[config.mk]
export PLATFORM = sky130hd
export DESIGN_NAME = multi_led_blink_sequencer_unit
export DESIGN_NICKNAME = d
export VERILOG_FILES = /design/src/hdl/mlbs_pkg.sv /design/src/hdl/mlbs_step_unit.sv /design/src/hdl/multi_led_blink_sequencer_unit.sv
export SDC_FILE = /design/constraint.sdc
export NUM_CORES = 1
export LEC_CHECK = 0
export ABC_CLOCK_PERIOD_IN_PS = 6400
export BUFFER_PORTS_ARGS = -buffer_cell sky130_fd_sc_hd__buf_2
export CORE_MARGIN = 1.5
export CORE_UTILIZATION = 35
export DETAILED_ROUTE_END_ITERATION = 7
export SETUP_SLACK_MARGIN = 0.2
export SLEW_MARGIN = 5
export SYNTH_ARGS = -nofsm -noshare
export SYNTH_HDL_FRONTEND = slang
export SYNTH_SLANG_ARGS = --single-unit
[constraint.sdc]
create_clock -name i_clk -period 6.4 [get_ports i_clk]
set_clock_uncertainty 0.2 [all_clocks]
set_input_delay 1.28 -clock i_clk [delete_from_list [all_inputs] [get_ports i_clk]]
set_output_delay 1.28 -clock i_clk [all_outputs]
set_load 0.02 [all_outputs]
[src/hdl/mlbs_pkg.sv]
// Shared types and codes for the multi-LED blink sequencer.
// Used by mlbs_step_unit and multi_led_blink_sequencer_unit; depends on nothing.
`default_nettype none

package mlbs_pkg;

    localparam int unsigned TICK_W = 16;
    localparam int unsigned PIN_W  = 4;

    typedef enum logic [2:0] {
        PH_IDLE  = 3'd0,
        PH_START = 3'd1,
        PH_ON    = 3'd2,
        PH_OFF   = 3'd3,
        PH_COUNT = 3'd4
    } t_phase;

    typedef enum logic [1:0] {
        REQ_TICK  = 2'd0,
        REQ_START = 2'd1,
        REQ_STOP  = 2'd2
    } t_req;

    typedef enum logic [1:0] {
        EV_NONE    = 2'd0,
        EV_STARTED = 2'd1,
        EV_IDLE    = 2'd2
    } t_event;

    localparam logic ST_OK        = 1'b0;
    localparam logic ST_BAD_INDEX = 1'b1;

    // Working copy of one LED while its tick is being run.
    typedef struct packed {
        t_phase              ph;
        logic [TICK_W-1:0]   cur;
        logic [TICK_W-1:0]   cnt;
        logic                lv;
        logic                first;
    } t_work;

endpackage

`default_nettype wire

[src/hdl/mlbs_step_unit.sv]
// One phase transition of a single LED: the shared unit the sequencer reuses.
// Depends on mlbs_pkg.
`default_nettype none

module mlbs_step_unit (
    input  wire mlbs_pkg::t_work                  i_work,
    input  wire logic [mlbs_pkg::TICK_W-1:0]      i_on_len,
    input  wire logic [mlbs_pkg::TICK_W-1:0]      i_off_len,
    output mlbs_pkg::t_work                       o_work,
    output logic                                  o_more
);

    always_comb begin
        o_work = i_work;
        o_more = 1'b0;
        unique case (i_work.ph)
            mlbs_pkg::PH_START: begin
                o_work.cur   = i_on_len;
                o_work.first = 1'b1;
                o_work.ph    = mlbs_pkg::PH_ON;
                o_more       = 1'b1;
            end
            mlbs_pkg::PH_ON: begin
                if (i_work.cur == '0) begin
                    o_work.cur   = i_off_len;
                    o_work.first = 1'b1;
                    o_work.ph    = mlbs_pkg::PH_OFF;
                    o_more       = 1'b1;
                end else begin
                    if (i_work.first) begin
                        o_work.first = 1'b0;
                        o_work.lv    = 1'b1;
                    end
                    o_work.cur = i_work.cur - 1'b1;
                end
            end
            mlbs_pkg::PH_OFF: begin
                if (i_work.cur == '0) begin
                    o_work.first = 1'b1;
                    o_work.ph    = mlbs_pkg::PH_COUNT;
                    o_more       = 1'b1;
                end else begin
                    if (i_work.first) begin
                        o_work.first = 1'b0;
                        o_work.lv    = 1'b0;
                    end
                    o_work.cur = i_work.cur - 1'b1;
                end
            end
            mlbs_pkg::PH_COUNT: begin
                o_work.first = 1'b1;
                o_more       = 1'b1;
                if (i_work.cnt == mlbs_pkg::TICK_W'(1)) begin
                    o_work.ph = mlbs_pkg::PH_IDLE;
                end else begin
                    // count above one decrements, zero repeats forever
                    if (i_work.cnt != '0) begin
                        o_work.cnt = i_work.cnt - 1'b1;
                    end
                    o_work.cur = i_on_len;
                    o_work.ph  = mlbs_pkg::PH_ON;
                end
            end
            mlbs_pkg::PH_IDLE: begin
                o_work.lv = 1'b0;
            end
            default: begin
                // unused phase codes end the run with no change
            end
        endcase
    end

endmodule

`default_nettype wire

[src/hdl/multi_led_blink_sequencer_unit.sv]
// Top level of the multi-LED blink sequencer: request sequencer and LED state.
// Depends on mlbs_pkg and mlbs_step_unit.
`default_nettype none

// Command-style block: an item transfers at a clock edge with start high and busy
// low, and exactly one result follows, shown for one cycle with o_valid high. The
// receiver cannot stall, so the result must be sampled in that cycle. Start, stop
// and unknown requests, and ticks while the timer is stopped, go straight to the
// final state, and the result is strobed in the cycle after it. A tick with the
// timer running walks the LEDs one at a time through the shared step unit, one
// phase transition per cycle: each LED is visited, and each LED that is not idle
// then runs its transitions (at most LOOP_LIMIT + 1 per LED, the last one then
// flagging the overrun); an end state and the final state follow. The active-low
// mask is written over its own channel, which is always ready; write it only
// while the block is idle. pin_levels is the LED state after the item, each bit
// inverted where the mask bit is set; LEDs at index four and up have no pin or
// error bit.
module multi_led_blink_sequencer_unit #(
    parameter int unsigned NUM_LEDS   = 4,
    parameter int unsigned LOOP_LIMIT = 10
) (
    input  wire logic        i_clk,
    input  wire logic        i_rst_n,
    // request channel
    input  wire logic        start,
    output logic             busy,
    input  wire logic [1:0]  i_req_type,
    input  wire logic [2:0]  i_led_index,
    input  wire logic [15:0] i_on_ticks,
    input  wire logic [15:0] i_off_ticks,
    input  wire logic [15:0] i_repeat_count,
    // result strobe
    output logic             o_valid,
    output logic [3:0]       o_pin_levels,
    output logic             o_status,
    output logic [1:0]       o_event_res,
    output logic [3:0]       o_error_mask,
    // active-low mask register
    input  wire logic        i_cfg_valid,
    output logic             o_cfg_ready,
    input  wire logic [3:0]  i_cfg_data
);

    localparam int unsigned LED_W = (NUM_LEDS > 1) ? $clog2(NUM_LEDS) : 1;
    localparam int unsigned N_W   = $clog2(LOOP_LIMIT + 1);
    localparam int unsigned TW    = mlbs_pkg::TICK_W;
    localparam int unsigned PW    = mlbs_pkg::PIN_W;

    typedef enum logic [2:0] {
        S_IDLE,
        S_VISIT,
        S_STEP,
        S_END,
        S_FIN
    } t_state;

    t_state              r_state;
    logic [LED_W-1:0]    r_led;
    logic [N_W-1:0]      r_n;
    logic                r_any;
    logic                r_timer;
    logic [PW-1:0]       r_mask;
    logic [PW-1:0]       r_err;
    logic                r_status;
    mlbs_pkg::t_event    r_event;
    mlbs_pkg::t_work     r_work;

    // per-LED state
    mlbs_pkg::t_phase    r_phase  [NUM_LEDS];
    logic [TW-1:0]       r_remain [NUM_LEDS];
    logic [TW-1:0]       r_cycles [NUM_LEDS];
    logic [TW-1:0]       r_on_len [NUM_LEDS];
    logic [TW-1:0]       r_off_len[NUM_LEDS];
    logic [NUM_LEDS-1:0] r_lit;

    // registered result
    logic                r_valid;
    logic [PW-1:0]       r_pins;
    logic                r_o_status;
    mlbs_pkg::t_event    r_o_event;
    logic [PW-1:0]       r_o_err;

    mlbs_pkg::t_work     w_next;
    logic                w_more;
    logic [PW-1:0]       w_led_sel;
    logic [PW-1:0]       w_pins;
    logic [PW-1:0]       n_err;
    logic                w_accept;
    logic                w_last;
    logic                w_idx_ok;
    logic [LED_W-1:0]    w_idx;
    logic                w_limit;
    logic                w_tick_run;
    logic                w_start_ok;

    mlbs_step_unit u_step (
        .i_work    (r_work),
        .i_on_len  (r_on_len[r_led]),
        .i_off_len (r_off_len[r_led]),
        .o_work    (w_next),
        .o_more    (w_more)
    );

    // decode the LED under work and the pin levels; LEDs beyond four have no bit
    for (genvar k = 0; k < PW; k++) begin : g_pins
        if (k < NUM_LEDS) begin : g_used
            assign w_led_sel[k] = (r_led == LED_W'(k));
            assign w_pins[k]    = r_lit[k] ^ r_mask[k];
        end else begin : g_unused
            assign w_led_sel[k] = 1'b0;
            assign w_pins[k]    = 1'b0;
        end
    end

    assign w_accept    = start && !busy;
    assign w_last      = (r_led == LED_W'(NUM_LEDS - 1));
    assign w_idx_ok    = ({1'b0, i_led_index} < 4'(NUM_LEDS));
    assign w_idx       = i_led_index[LED_W-1:0];
    assign w_limit     = (r_n == N_W'(LOOP_LIMIT));
    assign w_tick_run  = (i_req_type == mlbs_pkg::REQ_TICK) && r_timer;
    assign w_start_ok  = (i_req_type == mlbs_pkg::REQ_START) && w_idx_ok;
    assign n_err       = r_err | w_led_sel;
    assign busy        = (r_state != S_IDLE);
    assign o_cfg_ready = 1'b1;

    assign o_valid      = r_valid;
    assign o_pin_levels = r_pins;
    assign o_status     = r_o_status;
    assign o_event_res  = r_o_event;
    assign o_error_mask = r_o_err;

    always_ff @(posedge i_clk) begin
        if (!i_rst_n) begin
            r_state <= S_IDLE;
            r_timer <= 1'b0;
            r_mask  <= '0;
            r_lit   <= '0;
            r_valid <= 1'b0;
            for (int i = 0; i < NUM_LEDS; i++) begin
                r_phase[i] <= mlbs_pkg::PH_IDLE;
            end
        end else begin
            // strobe the result in the cycle after the final state
            r_valid <= (r_state == S_FIN);
            if (i_cfg_valid && o_cfg_ready) begin
                r_mask <= i_cfg_data;
            end
            unique case (r_state)
                S_IDLE: begin
                    if (w_accept) begin
                        r_err <= '0;
                        r_led <= '0;
                        r_any <= 1'b0;
                        // only a tick with the timer running walks the LEDs
                        if (w_tick_run) begin
                            r_state <= S_VISIT;
                        end else begin
                            r_state <= S_FIN;
                        end
                        if (i_req_type == mlbs_pkg::REQ_START && !w_idx_ok) begin
                            r_status <= mlbs_pkg::ST_BAD_INDEX;
                        end else begin
                            r_status <= mlbs_pkg::ST_OK;
                        end
                        if (w_start_ok) begin
                            r_event <= mlbs_pkg::EV_STARTED;
                        end else begin
                            r_event <= mlbs_pkg::EV_NONE;
                        end
                        case (i_req_type)
                            mlbs_pkg::REQ_START: begin
                                if (w_idx_ok) begin
                                    r_on_len[w_idx]  <= i_on_ticks;
                                    r_off_len[w_idx] <= i_off_ticks;
                                    r_cycles[w_idx]  <= i_repeat_count;
                                    if (i_on_ticks != '0 && i_off_ticks == '0
                                            && i_repeat_count == '0) begin
                                        // steady on
                                        r_lit[w_idx]   <= 1'b1;
                                        r_phase[w_idx] <= mlbs_pkg::PH_IDLE;
                                    end else if (i_on_ticks == '0
                                            && i_repeat_count == '0) begin
                                        // steady off
                                        r_lit[w_idx]   <= 1'b0;
                                        r_phase[w_idx] <= mlbs_pkg::PH_IDLE;
                                    end else begin
                                        r_lit[w_idx]   <= 1'b0;
                                        r_phase[w_idx] <= mlbs_pkg::PH_START;
                                        r_timer        <= 1'b1;
                                    end
                                end
                            end
                            mlbs_pkg::REQ_STOP: begin
                                r_timer <= 1'b0;
                                r_lit   <= '0;
                                for (int i = 0; i < NUM_LEDS; i++) begin
                                    r_phase[i] <= mlbs_pkg::PH_IDLE;
                                end
                            end
                            default: begin
                                // ticks are handled by the state move; unknown
                                // requests change nothing
                            end
                        endcase
                    end
                end
                S_VISIT: begin
                    if (r_phase[r_led] != mlbs_pkg::PH_IDLE) begin
                        // load the working copy and run transitions
                        r_work.ph    <= r_phase[r_led];
                        r_work.cur   <= r_remain[r_led];
                        r_work.cnt   <= r_cycles[r_led];
                        r_work.lv    <= r_lit[r_led];
                        r_work.first <= 1'b0;
                        r_n          <= '0;
                        r_any        <= 1'b1;
                        r_state      <= S_STEP;
                    end else if (w_last) begin
                        r_state <= S_END;
                    end else begin
                        r_led <= r_led + 1'b1;
                    end
                end
                S_STEP: begin
                    if (w_limit || !w_more) begin
                        if (w_limit) begin
                            // overrun: drop the working copy, flag the LED
                            r_err <= n_err;
                        end else begin
                            r_phase[r_led]  <= w_next.ph;
                            r_remain[r_led] <= w_next.cur;
                            r_cycles[r_led] <= w_next.cnt;
                            r_lit[r_led]    <= w_next.lv;
                        end
                        if (w_last) begin
                            r_state <= S_END;
                        end else begin
                            r_led   <= r_led + 1'b1;
                            r_state <= S_VISIT;
                        end
                    end else begin
                        r_work <= w_next;
                        r_n    <= r_n + 1'b1;
                    end
                end
                S_END: begin
                    if (!r_any) begin
                        r_timer <= 1'b0;
                        r_event <= mlbs_pkg::EV_IDLE;
                    end
                    r_state <= S_FIN;
                end
                S_FIN: begin
                    r_state <= S_IDLE;
                end
                default: begin
                    r_state <= S_IDLE;
                end
            endcase
        end
    end

    // result payload: no reset needed, qualified by r_valid
    always_ff @(posedge i_clk) begin
        if (r_state == S_FIN) begin
            r_pins     <= w_pins;
            r_o_status <= r_status;
            r_o_event  <= r_event;
            r_o_err    <= r_err;
        end
    end

    // a result is a single-cycle strobe
    a_valid_pulse: assert property (@(posedge i_clk) disable iff (!i_rst_n)
        o_valid |=> !o_valid)
        else $error("result strobe held for more than one cycle");

    // an accepted request always keeps the block busy on the next cycle
    a_busy_after_accept: assert property (@(posedge i_clk) disable iff (!i_rst_n)
        (start && !busy) |=> busy)
        else $error("block not busy after a request transfer");

    // the transition counter never passes the limit
    a_step_bound: assert property (@(posedge i_clk) disable iff (!i_rst_n)
        (r_state == S_STEP) |-> (r_n <= N_W'(LOOP_LIMIT)))
        else $error("transition counter beyond limit");

    // overrun bits only come with a tick that found work to do
    a_err_tick: assert property (@(posedge i_clk) disable iff (!i_rst_n)
        (o_valid && o_error_mask != '0) |->
            (o_event_res == mlbs_pkg::EV_NONE && o_status == mlbs_pkg::ST_OK))
        else $error("error mask reported outside an active tick");

endmodule

`default_nettype wire

* Yosys cells after proc, flatten, opt, wreduce, memory -nomap -nowiden
Memories as Yosys holds them, arrays and structs flattened. A register that Yosys moved wholly into a read port is not among the register bits. Cells that the tools add are included.
Storage, ports and cells: register bits after elaboration 75, memory bits (writable) 268, input port bits 61, output and inout port bits 14, logic and storage cells 252, memories kept 5
Memory list:
- r_cycles | depth 4, width 16, read ports 1, clocked after Yosys merged registers in 1, write ports 1, line multi_led_blink_sequencer_unit.sv:71 | logic [TW-1:0] r_cycles [NUM_LEDS];
- r_off_len | depth 4, width 16, read ports 1, clocked after Yosys merged registers in 1, write ports 1, line multi_led_blink_sequencer_unit.sv:73 | logic [TW-1:0] r_off_len[NUM_LEDS];
- r_on_len | depth 4, width 16, read ports 1, clocked after Yosys merged registers in 1, write ports 1, line multi_led_blink_sequencer_unit.sv:72 | logic [TW-1:0] r_on_len [NUM_LEDS];
- r_remain | depth 4, width 16, read ports 1, clocked after Yosys merged registers in 1, write ports 1, line multi_led_blink_sequencer_unit.sv:70 | logic [TW-1:0] r_remain [NUM_LEDS];
- r_phase | depth 4, width 3, read ports 1, clocked after Yosys merged registers in 1, write ports 4, line multi_led_blink_sequencer_unit.sv:69 | mlbs_pkg::t_phase r_phase [NUM_LEDS];
Cells by class: add/sub/neg operators 4, $lt $le $gt $ge 5, equal/unequal tests 29, muxes and demuxes 130, bitwise logic cells 14, reductions and logical operators 45
Operators by type and width (count):
- 16-bit two-way mux | 5
- 19-bit case mux with 4 select lines | 1
- 37-bit two-way mux | 2
- 37-bit case mux with 2 select lines | 1
- 16-bit zero test | 4
- 1-bit two-way mux | 60
- 3-bit two-way mux | 15
- 4-bit two-way mux | 10
- 2-bit two-way mux | 18
- 32-bit two-way mux | 1
- 4-bit case mux with 2 select lines | 4
- 16-bit nonzero test | 2
- 16-bit by 1-bit subtractor with 16-bit output, second input constant | 2
- 16-bit by 1-bit == test with 1-bit output, second input constant | 1
- 2-bit != test, second input constant | 8
- 16-bit OR reduction | 1
- 5-bit AND reduction | 3
- 3-bit by 2-bit == test with 1-bit output, second input constant | 4
- 3-bit != test, second input constant | 4
- 3-bit case mux with 4 select lines | 1
- 4-bit AND reduction | 3
- 1-bit logical AND | 9
- 3-bit nonzero test | 3
- 4-bit bitwise OR | 2
- 33 further kinds | 63

* Logic depth before layout (Yosys ltp)
Gate-level depths: netlist (run 1).
depth in word-level cells 15, mapped depth 10

* By module
Synthesis (run 1) repeated with hierarchy kept, for this count alone.
Unflattened totals: cells, all modules 1008, area, all modules 15095.7 um2
By module, submodules not included:
- multi_led_blink_sequencer_unit | instances 1, cells each 798, area an instance 13649.3 um2
- mlbs_step_unit | instances 1, cells each 210, area an instance 1446.4 um2

* Worst setup path after synthesis (run 1)
OpenSTA, ideal clock, no wires.
path type input -> register, from in i_rst_n, to reg r_n[0], enable pin, library setup time 0.495 ns, arrival 4.859 ns, required time 5.705 ns, setup slack 0.845 ns, cell stages on the path 4, path buffers 2, cells stage by stage clkbuf_1 -> inv_1 -> clkbuf_1 -> nor3b_1
Between the ends: cells in the longest elaborated chain, start to end 1
RTL lines:
- start, declared | line multi_led_blink_sequencer_unit.sv:23 | input wire logic i_rst_n,
- 4-bit AND reduction (no line)
- end signal, assigned | line multi_led_blink_sequencer_unit.sv:243 | r_n <= r_n + 1'b1;
- end, declared | line multi_led_blink_sequencer_unit.sv:59 | logic [N_W-1:0] r_n;
No other way between the ends. A chain may end at the register's enable or synchronous reset.

* Worst setup path in the final report (run 1)
from reg r_work[18] in the netlist's numbering, to mem r_cycles[2][4] in the netlist's numbering, enable pin
Between the ends: cells in the longest elaborated chain, start to end 11
RTL lines:
- start, declared | line multi_led_blink_sequencer_unit.sv:66 | mlbs_pkg::t_work r_work;
- start signal, assigned | line multi_led_blink_sequencer_unit.sv:242 | r_work <= w_next;
- 16-bit zero test * | line mlbs_step_unit.sv:24, mlbs_step_unit.sv:38
- 1-bit two-way mux * | line mlbs_step_unit.sv:24, mlbs_step_unit.sv:38
- 1-bit case mux with 2 select lines * | line mlbs_step_unit.sv:16 | unique case (i_work.ph)
- 1-bit zero test * | line multi_led_blink_sequencer_unit.sv:225 | if (w_limit || !w_more) begin
- 1-bit logical OR * | line multi_led_blink_sequencer_unit.sv:225
- 1-bit two-way mux * | line multi_led_blink_sequencer_unit.sv:225
- 1-bit two-way mux * | line multi_led_blink_sequencer_unit.sv:148 | unique case (r_state)
- 1-bit two-way mux * | line multi_led_blink_sequencer_unit.sv:133 | if (!i_rst_n) begin
- 1-bit two-way mux (not written as such) * | line multi_led_blink_sequencer_unit.sv:232 | r_cycles[r_led] <= w_next.cnt;
- 16-bit OR reduction (no line)
- 2-bit two-way mux (no line) / 1-bit two-way mux (equally long branches)
- end, declared | line multi_led_blink_sequencer_unit.sv:71
Every way passes the cells marked *; elsewhere a longest branch is shown, timed or not.

==> results of run 1 <==
[through the flow]
stage               setup slack, ps  instances  hold WS (ps)  power [mW]    util
floorplan                     845.3        964         200.3       2.674       -
finish                         2596       1663         228.0       4.800  0.4048
CTS                            2619       1662         226.0       4.846  0.4047
global placement               2207       1592         211.7       2.750  0.3767
global route                   2355       1663         240.0       4.947  0.4048
detailed placement             2133       1592         211.7       2.753  0.3767
[metal layers]
layer | global-route usage | part of all wire | wire, microns | up-vias
met4 | 0.05567 | 0.024 | 826 | 2
met2 | 0.2465 | 0.47 | 15890 | 229
li1 | - | - | - | 4024
met3 | 0.02691 | 0.050 | 1691 | 60
met1 | 0.2215 | 0.46 | 15710 | 4526
met5 | 0 | 0.00032 | 11 | -
[worst reg2reg max path: stages (launching register included)]
cell	delay [ps]
edfxtp_1	420
inv_1	80
ha_1	190
nor2b_1	380
and4_1	700
a21oi_4	200
o21a_1	300
a21oi_1	390
inv_1	520
[state kept, by name (all words and copies together) (netlist names), named ones only]
signal and count:
o_error_mask 4, o_event_res 2, o_pin_levels 4, o_status 1, o_valid 1, r_any 1, r_cycles 64, r_err 4
r_event 2, r_led 2, r_lit 4, r_mask 4, r_n 4, r_off_len 64, r_on_len 64, r_phase 12
r_remain 64, r_state 3, r_status 1, r_timer 1, r_work 37
[synthesized netlist by cell type (all sizes together) (8+ instances only)]
cell,instances
mux4,67
buf,27
edfxtp,330
nor2,79
nor4,20
o21a,8
inv,16
o21ai,62
xor2,11
nor2b,9
mux2,18
mux2i,13
nand4,9
xnor2,10
nand3,12
and2,10
dfxtp,15
clkbuf,14
a31oi,10
a21oi,25
nor3,17
nand2,70
[cells in the final DEF (no fill, tap or decap), types with 8 or more instances in the layout]
cell type  count
nand3_1       12
nor4_1        17
mux4_2        67
o21ai_0       56
nor2_1        75
clkbuf_16     41
and2_1         9
o21a_1         8
mux2i_1       13
edfxtp_1     330
buf_4         11
a21oi_1       24
xor2_1        11
inv_1         16
mux2_2        18
clkinv_2       8
nor3_1        12
dfxtp_1       13
buf_2         73
xnor2_1       10
clkbuf_1       9
nand2_1       68
nor2b_1        9
a31oi_1        9
[path summary, 6_finish.rpt]
path | startpoint | to | slack (ps) | depth (start not counted)
hold / removal | r_status | o_status | 230 | 0
setup / recovery | r_work[18] | r_cycles[2][4] | 2600 | 8
setup reg to reg | r_work[18] | r_cycles[2][4] | 2600 | 8
hold reg to reg | r_status | o_status | 230 | 0
[power by group]
part	leakage, nW	switching (mW)	internal (mW)
registers	3.13	0.0257	2.49
clock network	0.590	0.901	1.20
logic	1.98	0.102	0.0876
total	5.70	1.03	3.77
[cell families (layout without fill, tap and decap cells)]
group	count (synthesis)	in the layout	synth area share
buf+inv	58	171	0.01827
xor+xnor	21	21	0.01215
flops	345	345	0.6744
fa+ha+maj	5	5	0.004133
mux	98	98	0.1217
other cells	1	2	0.0002477
compound gates	168	168	0.07505
simple gates	268	268	0.09406
[layout make-up]
class | instances | area, sq um | share of cell area
Tap cell | 585 | 732.0 | 0.04217
Inverter | 17 | 63.81 | 0.003676
Timing Repair Buffer | 84 | 447.9 | 0.02580
Clock buffer | 51 | 1074 | 0.06184
Clock inverter | 19 | 126.4 | 0.007280
Multi-Input combinational cell | 561 | 4696 | 0.2705
Antenna cell | 1 | 2.502 | 0.0001442
Sequential cell | 345 | 10220 | 0.5886
==> key figures, run 1 <==
Status
  – Run status: complete, no violations

Detailed routing
  – Final wirelength: 34,120 microns
  – Count of antenna-violating nets left after detailed routing: 0
  – Number of remaining DRC errors: 0
  – Average routed wire per standard cell: 20.52 microns
  – Via count: 8,841
  – First DRT Iteration DRCs: 606
  – Pre-Repair DR Iteration Count: 5
  – Mean number of vias per cell: 5.316

Clock tree
  – Post-CTS setup buffers: 0
  – Number of buffers added to fix hold violations after cts: 0
  – Clock insertion delay at the later pin of the skew report: 560 ps
  – Root Buffer: clkbuf_16
  – Cts repair resizes: 0
  – Level count of the clock H-tree: 2
  – Number of buffers added by the clock tree synthesis step: 39
  – Sink count of the clock tree: 345
  – Clock edge transition at the registers on the reported setup and hold paths: 60 ps
  – Maximum number of buffers from clock root to sink: 3
  – CTS tree: yes

Synthesis
  – Register bit count reported by yosys: 345
  – Distinct cells, synth: 81
  – Synth Flop Type: edfxtp_1
  – Number of instances in the synthesized netlist: 964
  – Seq/Total Area, Yosys: 0.6744
  – Post-synthesis async set-or-reset flop share: 0
  – Largest area contributor in the netlist: edfxtp_1
  – Synthesized net count: 1,030
  – Synth Warn #: 0
  – Post-Syn Area per Cell: 15.70 sq um
  – Number of enable-type register cells in the synthesized netlist: 330
  – Post-Synthesis Cell Area: 0.01514 sq mm
  – Dominant cells by area after synthesis: edfxtp_1 65%, mux4_2 10%, dfxtp_1 2.0%, nor2_1 1.9%, o21ai_0 1.9%
  – Area share of the leading cell type in the synthesized netlist: 0.6546

Global routing
  – Global-route usage over all layers: 0.1573
  – Via count of the first global-routing pass: 8,872
  – Aggregate global routing overflow: 0
  – First-pass GRT wire length: 52,740 microns
  – Number of antenna violations at the first check in global routing: 2
  – Largest net degree at the start of global routing: 66

Setup path
  – Maximum fanout encountered on the critical timing path: 16
  – Master of the slowest instance on the critical path: and4_1
  – Worst path arrival time: 3740 ps
  – Critical Path, Cell by Cell: inv_1 > ha_1 > nor2b_1 > and4_1 > a21oi_4 > o21a_1 > a21oi_1 > inv_1
  – CP Class: register to register
  – Kind of start point of the critical path: register
  – Endpoint class of the critical path: register
  – Largest incremental delay on the critical path: 700 ps
  – Cell family with most CP delay: simple AND/OR/NAND/NOR gates
  – Most frequent cell on the critical path: inv_1
  – Buffering stage count on the worst path with inverters included: 2
  – Required time of the critical path: 6340 ps

Timing
  – Actual transition at the worst max-transition pin: 1003 ps
  – Setup violators final: 0
  – Max_slew headroom: 0.3314
  – Number of pins exceeding their max-slew limit in the final report: 0
  – Final Hold Vio Count: 0
  – Final period utilization: 0.5944
  – Unrepaired setup endpoints after global routing: false
  – Accumulated negative setup slack: 0 ps
  – Final Critical Period: 3804 ps
  – Fmax achieved: 0.2629 GHz

Finish
  – Fillers: 3,929
  – Area of all placed cells without fillers: 0.01736 sq mm
  – Number of nets at the end of the flow: 1,114
  – Fraction of layout instances using a drive strength above 1: 0.2442
  – Area growth from synthesis to layout: 14.67%

Power and ir drop
  – IR drop worst, VDD: 0.2248 mV
  – Ratio of total power to cell area: 276.5 mW/mm^2
  – Static power due to leakage: 5.704 nW

Placement
  – Final Wtd Congestion: 0.8538
  – DPL Wire Length: 22,450 microns
  – Number of buffers inserted by port buffering: 73
  – Cell Area, Placed: 0.01616 sq mm

Floorplanning
  – Die Span Y: 211.0 microns
  – Number of I/O pins: 75
  – Die boundary width: 211.0 microns
  – Die area: 0.04451 sq mm
  – Placeable Area: 0.04289 sq mm
  – Site row count: 76
  – Starting density of the core: 0.3530

Worst hold path
  – Class of the worst hold path: register to register

Run
  – # Max-Cap Violations: 0
Note: power is estimated with default switching activity, not from simulation.
==> run 2, diff against run 1 <==
ABC_AREA = 1   (was not set)
ABC_CLOCK_PERIOD_IN_PS = 3400   (was 6400)
clock period = 3.4 ns   (was 6.4 ns; I/O delays follow)
==> run 2 against run 1 <==
Net effect: wire length rose by 15%; flip-flop and latch count did not move; cell area rose by 4.0%; non-clock buffer count rose by 17; synthesized cell count rose by 59%; area after synthesis rose by 3.1%; combinational power rose to 3.7 times the previous value; utilization rose by 0.44 points; cell count rose by 35%; register-to-register slack got worse by 2000 ps; count of clock-buffer cells in the layout fell by 2.
==> key figures, run 2 <==
Setup path
  – Largest incremental delay on the critical path: 500 ps (-200 ps)
  – Maximum fanout encountered on the critical timing path: 40 (+24)
  – Kind of start point of the critical path: register
  – Source of the worst register-to-register timing path: r_work[18]
  – Most frequent cell on the critical path: nand2_1
  – Worst path arrival time: 2810 ps (-930 ps)
  – Endpoint of the worst-slack reg-to-reg timing path: r_work[15]
  – Critical path capture point: r_work[15]
  – Worst R2R Path Depth: 11 (+3)
  – Crit. Startpoint: r_work[18]
  – Endpoint class of the critical path: register
  – Master of the slowest instance on the critical path: buf_4
  – Required time of the critical path: 3370 ps (-2970 ps)
  – Critical Path, Cell by Cell: inv_1 > ha_1 > nand2_2 > nor2_4 > nand2_1 > nand2_1 > nand3_2 > nand2_1 > nand3_1 > inv_1 > buf_4
  – Reg-to-reg setup timing slack: 550 ps (-2040 ps)
  – CP Class: register to register

Clock tree
  – Level count of the clock H-tree: 2 (unchanged)
  – Post-CTS setup buffers: 0 (unchanged)
  – CTS tree: yes
  – Sink count of the clock tree: 345 (unchanged)
  – Root Buffer: clkbuf_16
  – Clock edge transition at the registers on the reported setup and hold paths: 60 ps (about the same)
  – Cts repair resizes: 0 (unchanged)
  – Maximum number of buffers from clock root to sink: 3 (unchanged)
  – Number of buffers added to fix hold violations after cts: 0 (unchanged)
  – Clock insertion delay at the later pin of the skew report: 560 ps (about the same)
  – Number of buffers added by the clock tree synthesis step: 39 (unchanged)

Timing
  – Final Critical Period: 2846 ps (-958.3 ps)
  – Max_slew headroom: 0.5028 (+0.1714)
  – Number of pins exceeding their max-slew limit in the final report: 0 (unchanged)
  – Worst hold slack after final layout: 146.7 ps (-81.36 ps)
  – Fmax achieved: 0.3514 GHz (+34%)
  – Setup violators final: 0 (unchanged)
  – Final setup margin: 554.3 ps (-2042 ps)
  – Actual transition at the worst max-transition pin: 740.2 ps (-262.8 ps)
  – Unrepaired setup endpoints after global routing: false
  – Final period utilization: 0.8370 (+0.2426)
  – Final Hold Vio Count: 0 (unchanged)

Finish
  – Post-Route Utilization: 0.4091 (+0.004375)
  – Number of nets at the end of the flow: 1,683 (+51%)
  – Ant. Diodes: 0 (-1)
  – Leading cell type in the layout, fill and taps excluded: nand2_1
  – Fraction of layout instances using a drive strength above 1: 0.1240 (-0.1202)
  – Area growth from synthesis to layout: 15.66%
  – Top library cells by usage in the layout, fill and taps aside: 363 x nand2_1, 330 x edfxtp_1, 272 x nor2_1, 143 x o21ai_0, 81 x nand3_1
  – Area of all placed cells without fillers: 0.01805 sq mm (+4.0%)

Global routing
  – Largest net degree at the start of global routing: 81 (+23%)
  – Global-route usage over all layers: 0.1699 (+0.01257)
  – Via count of the first global-routing pass: 11,030 (+24%)
  – First-pass GRT wire length: 61,700 microns (+17%)
  – Aggregate global routing overflow: 0 (unchanged)
  – Number of antenna violations at the first check in global routing: 1 (-1)

Power and ir drop
  – Post-layout total power: 9.799 mW (+100%)
  – Static power due to leakage: 6.694 nW (+17%)
  – IR drop worst, VDD: 0.4740 mV (+110%)
  – Ratio of total power to cell area: 542.8 mW/mm^2 (+96%)

Placement
  – Pre-CTS setup slack: 492.1 ps (-1641 ps)
  – Number of buffers inserted by port buffering: 73 (unchanged)
  – DPL Wire Length: 25,540 microns (+14%)
  – Cell Area, Placed: 0.01673 sq mm (+3.5%)
  – Final Wtd Congestion: 0.8804 (+3.1%)

Synthesis
  – Distinct cells, synth: 40 (-51%)
  – Area share of the leading cell type in the synthesized netlist: 0.6349 (-0.01973)
  – Register bit count reported by yosys: 345 (unchanged)
  – Synthesized net count: 1,603 (+56%)
  – Largest area contributor in the netlist: edfxtp_1
  – Synth Flop Type: edfxtp_1
  – Post-Syn Area per Cell: 10.16 sq um (-35%)
  – Dominant cells by area after synthesis: edfxtp_1 63%, nand2_1 8.7%, nor2_1 6.6%, o21ai_0 4.6%, nand3_1 2.6%
  – Cell with the most instances after synthesis: nand2_1
  – Number of instances in the synthesized netlist: 1,537 (+59%)
  – Number of enable-type register cells in the synthesized netlist: 330 (unchanged)
  – Seq/Total Area, Yosys: 0.6541 (-0.02033)
  – Post-synthesis async set-or-reset flop share: 0 (unchanged)
  – Post-Synthesis Cell Area: 0.01561 sq mm (+3.1%)
  – Synth Warn #: 0 (unchanged)
  – Most numerous cell types in the synthesized netlist: 363 x nand2_1, 330 x edfxtp_1, 273 x nor2_1

Floorplanning
  – Die boundary width: 214.2 microns (+1.5%)
  – Site row count: 77 (+1.3%)
  – Die Span Y: 214.2 microns (+1.5%)
  – Die area: 0.04587 sq mm (+3.1%)
  – Starting density of the core: 0.3537 (+0.0007526)
  – Placeable Area: 0.04412 sq mm (+2.9%)
  – Number of I/O pins: 75 (unchanged)

Detailed routing
  – Pre-Repair DR Iteration Count: 5 (unchanged)
  – Via count: 11,230 (+27%)
  – Number of remaining DRC errors: 0 (unchanged)
  – Count of antenna-violating nets left after detailed routing: 0 (unchanged)
  – Mean number of vias per cell: 5.018 (-5.6%)
  – Average routed wire per standard cell: 17.49 microns (-15%)
  – First DRT Iteration DRCs: 887 (+46%)
  – Final wirelength: 39,120 microns (+15%)

Status
  – Run status: complete, no violations

Run
  – # Max-Cap Violations: 0 (unchanged)

Worst hold path
  – Worst hold start: i_off_ticks[6]
  – Class of the worst hold path: primary input to register
## run 2: changes by cell type after synthesis, moves of 18 or more
| cell | previous run | this run |
|---|---|---|
| nand2_1 | 69 | 363 |
| mux2_2 | 18 | 0 |
| nor2_1 | 78 | 273 |
| mux4_2 | 67 | 0 |
| o21ai_0 | 56 | 143 |
| nand3_1 | 12 | 81 |
| o22ai_1 | 0 | 54 |
| inv_1 | 16 | 80 |
## run 2: layout make-up
| cell class | count | area, sq um |
|---|---|---|
| Fill cell | 4306 | 26070 |
| Clock inverter | 20 | 239.0 |
| Inverter | 89 | 337.8 |
| Timing Repair Buffer | 101 | 638.1 |
| Multi-Input combinational cell | 1041 | 4797 |
| Clock buffer | 49 | 1086 |
| Tap cell | 592 | 740.7 |
| Sequential cell | 345 | 10210 |
## run 2: power breakdown
part	leakage, nW	internal, mW	switching (mW)
Combinational	2.91	0.214	0.485
Sequential	3.13	4.72	0.0435
Clock	0.651	2.65	1.69
Total	6.69	7.58	2.22
## run 2: critical path, delay by kind of cell, from the launching register on
family	cells	cell delay, ps
adders and majority gates	1	220
DFF	1	380
and+or+nand+nor	7	930
buffers and inverters	3	690
## run 2: cell families after synthesis
family | share of synthesized area
AO/OA/AOI/OAI | 0.08393
flip-flops | 0.6541
other | 0.0002403
XOR/XNOR | 0.01122
buffers and inverters | 0.04000
adder cells (fa/ha/maj) | 0.004008
AND/OR/NAND/NOR | 0.2065
## run 2: how the worst min path moves through the flow
stage | cells after the start | endpoint | slack, ps
2_1_floorplan | 0 | o_event_res[0] | 200
3_3_place_gp | 0 | o_event_res[1] | 210
3_5_place_dp | 0 | o_event_res[1] | 210
4_1_cts | 1 | r_off_len[0][6] | 110
5_1_grt | 1 | r_off_len[0][2] | 140
6_report | 1 | r_off_len[0][6] | 150
## run 2: metal layers
| metal | track usage | wire [microns] |
|---|---|---|
| met1 | 0.2286 | 17610 |
| met2 | 0.2829 | 18780 |
| met3 | 0.02738 | 1989 |
| met4 | 0.05023 | 731 |
| met5 | 0 | 10 |
## run 2: metrics by stage
stage / setup TNS [ps] / instances
global route: 0 / 2237
floorplan: -69000 / 1537
CTS: 0 / 2237
detailed placement: 0 / 2168
finish: 0 / 2237
global placement: 0 / 2168
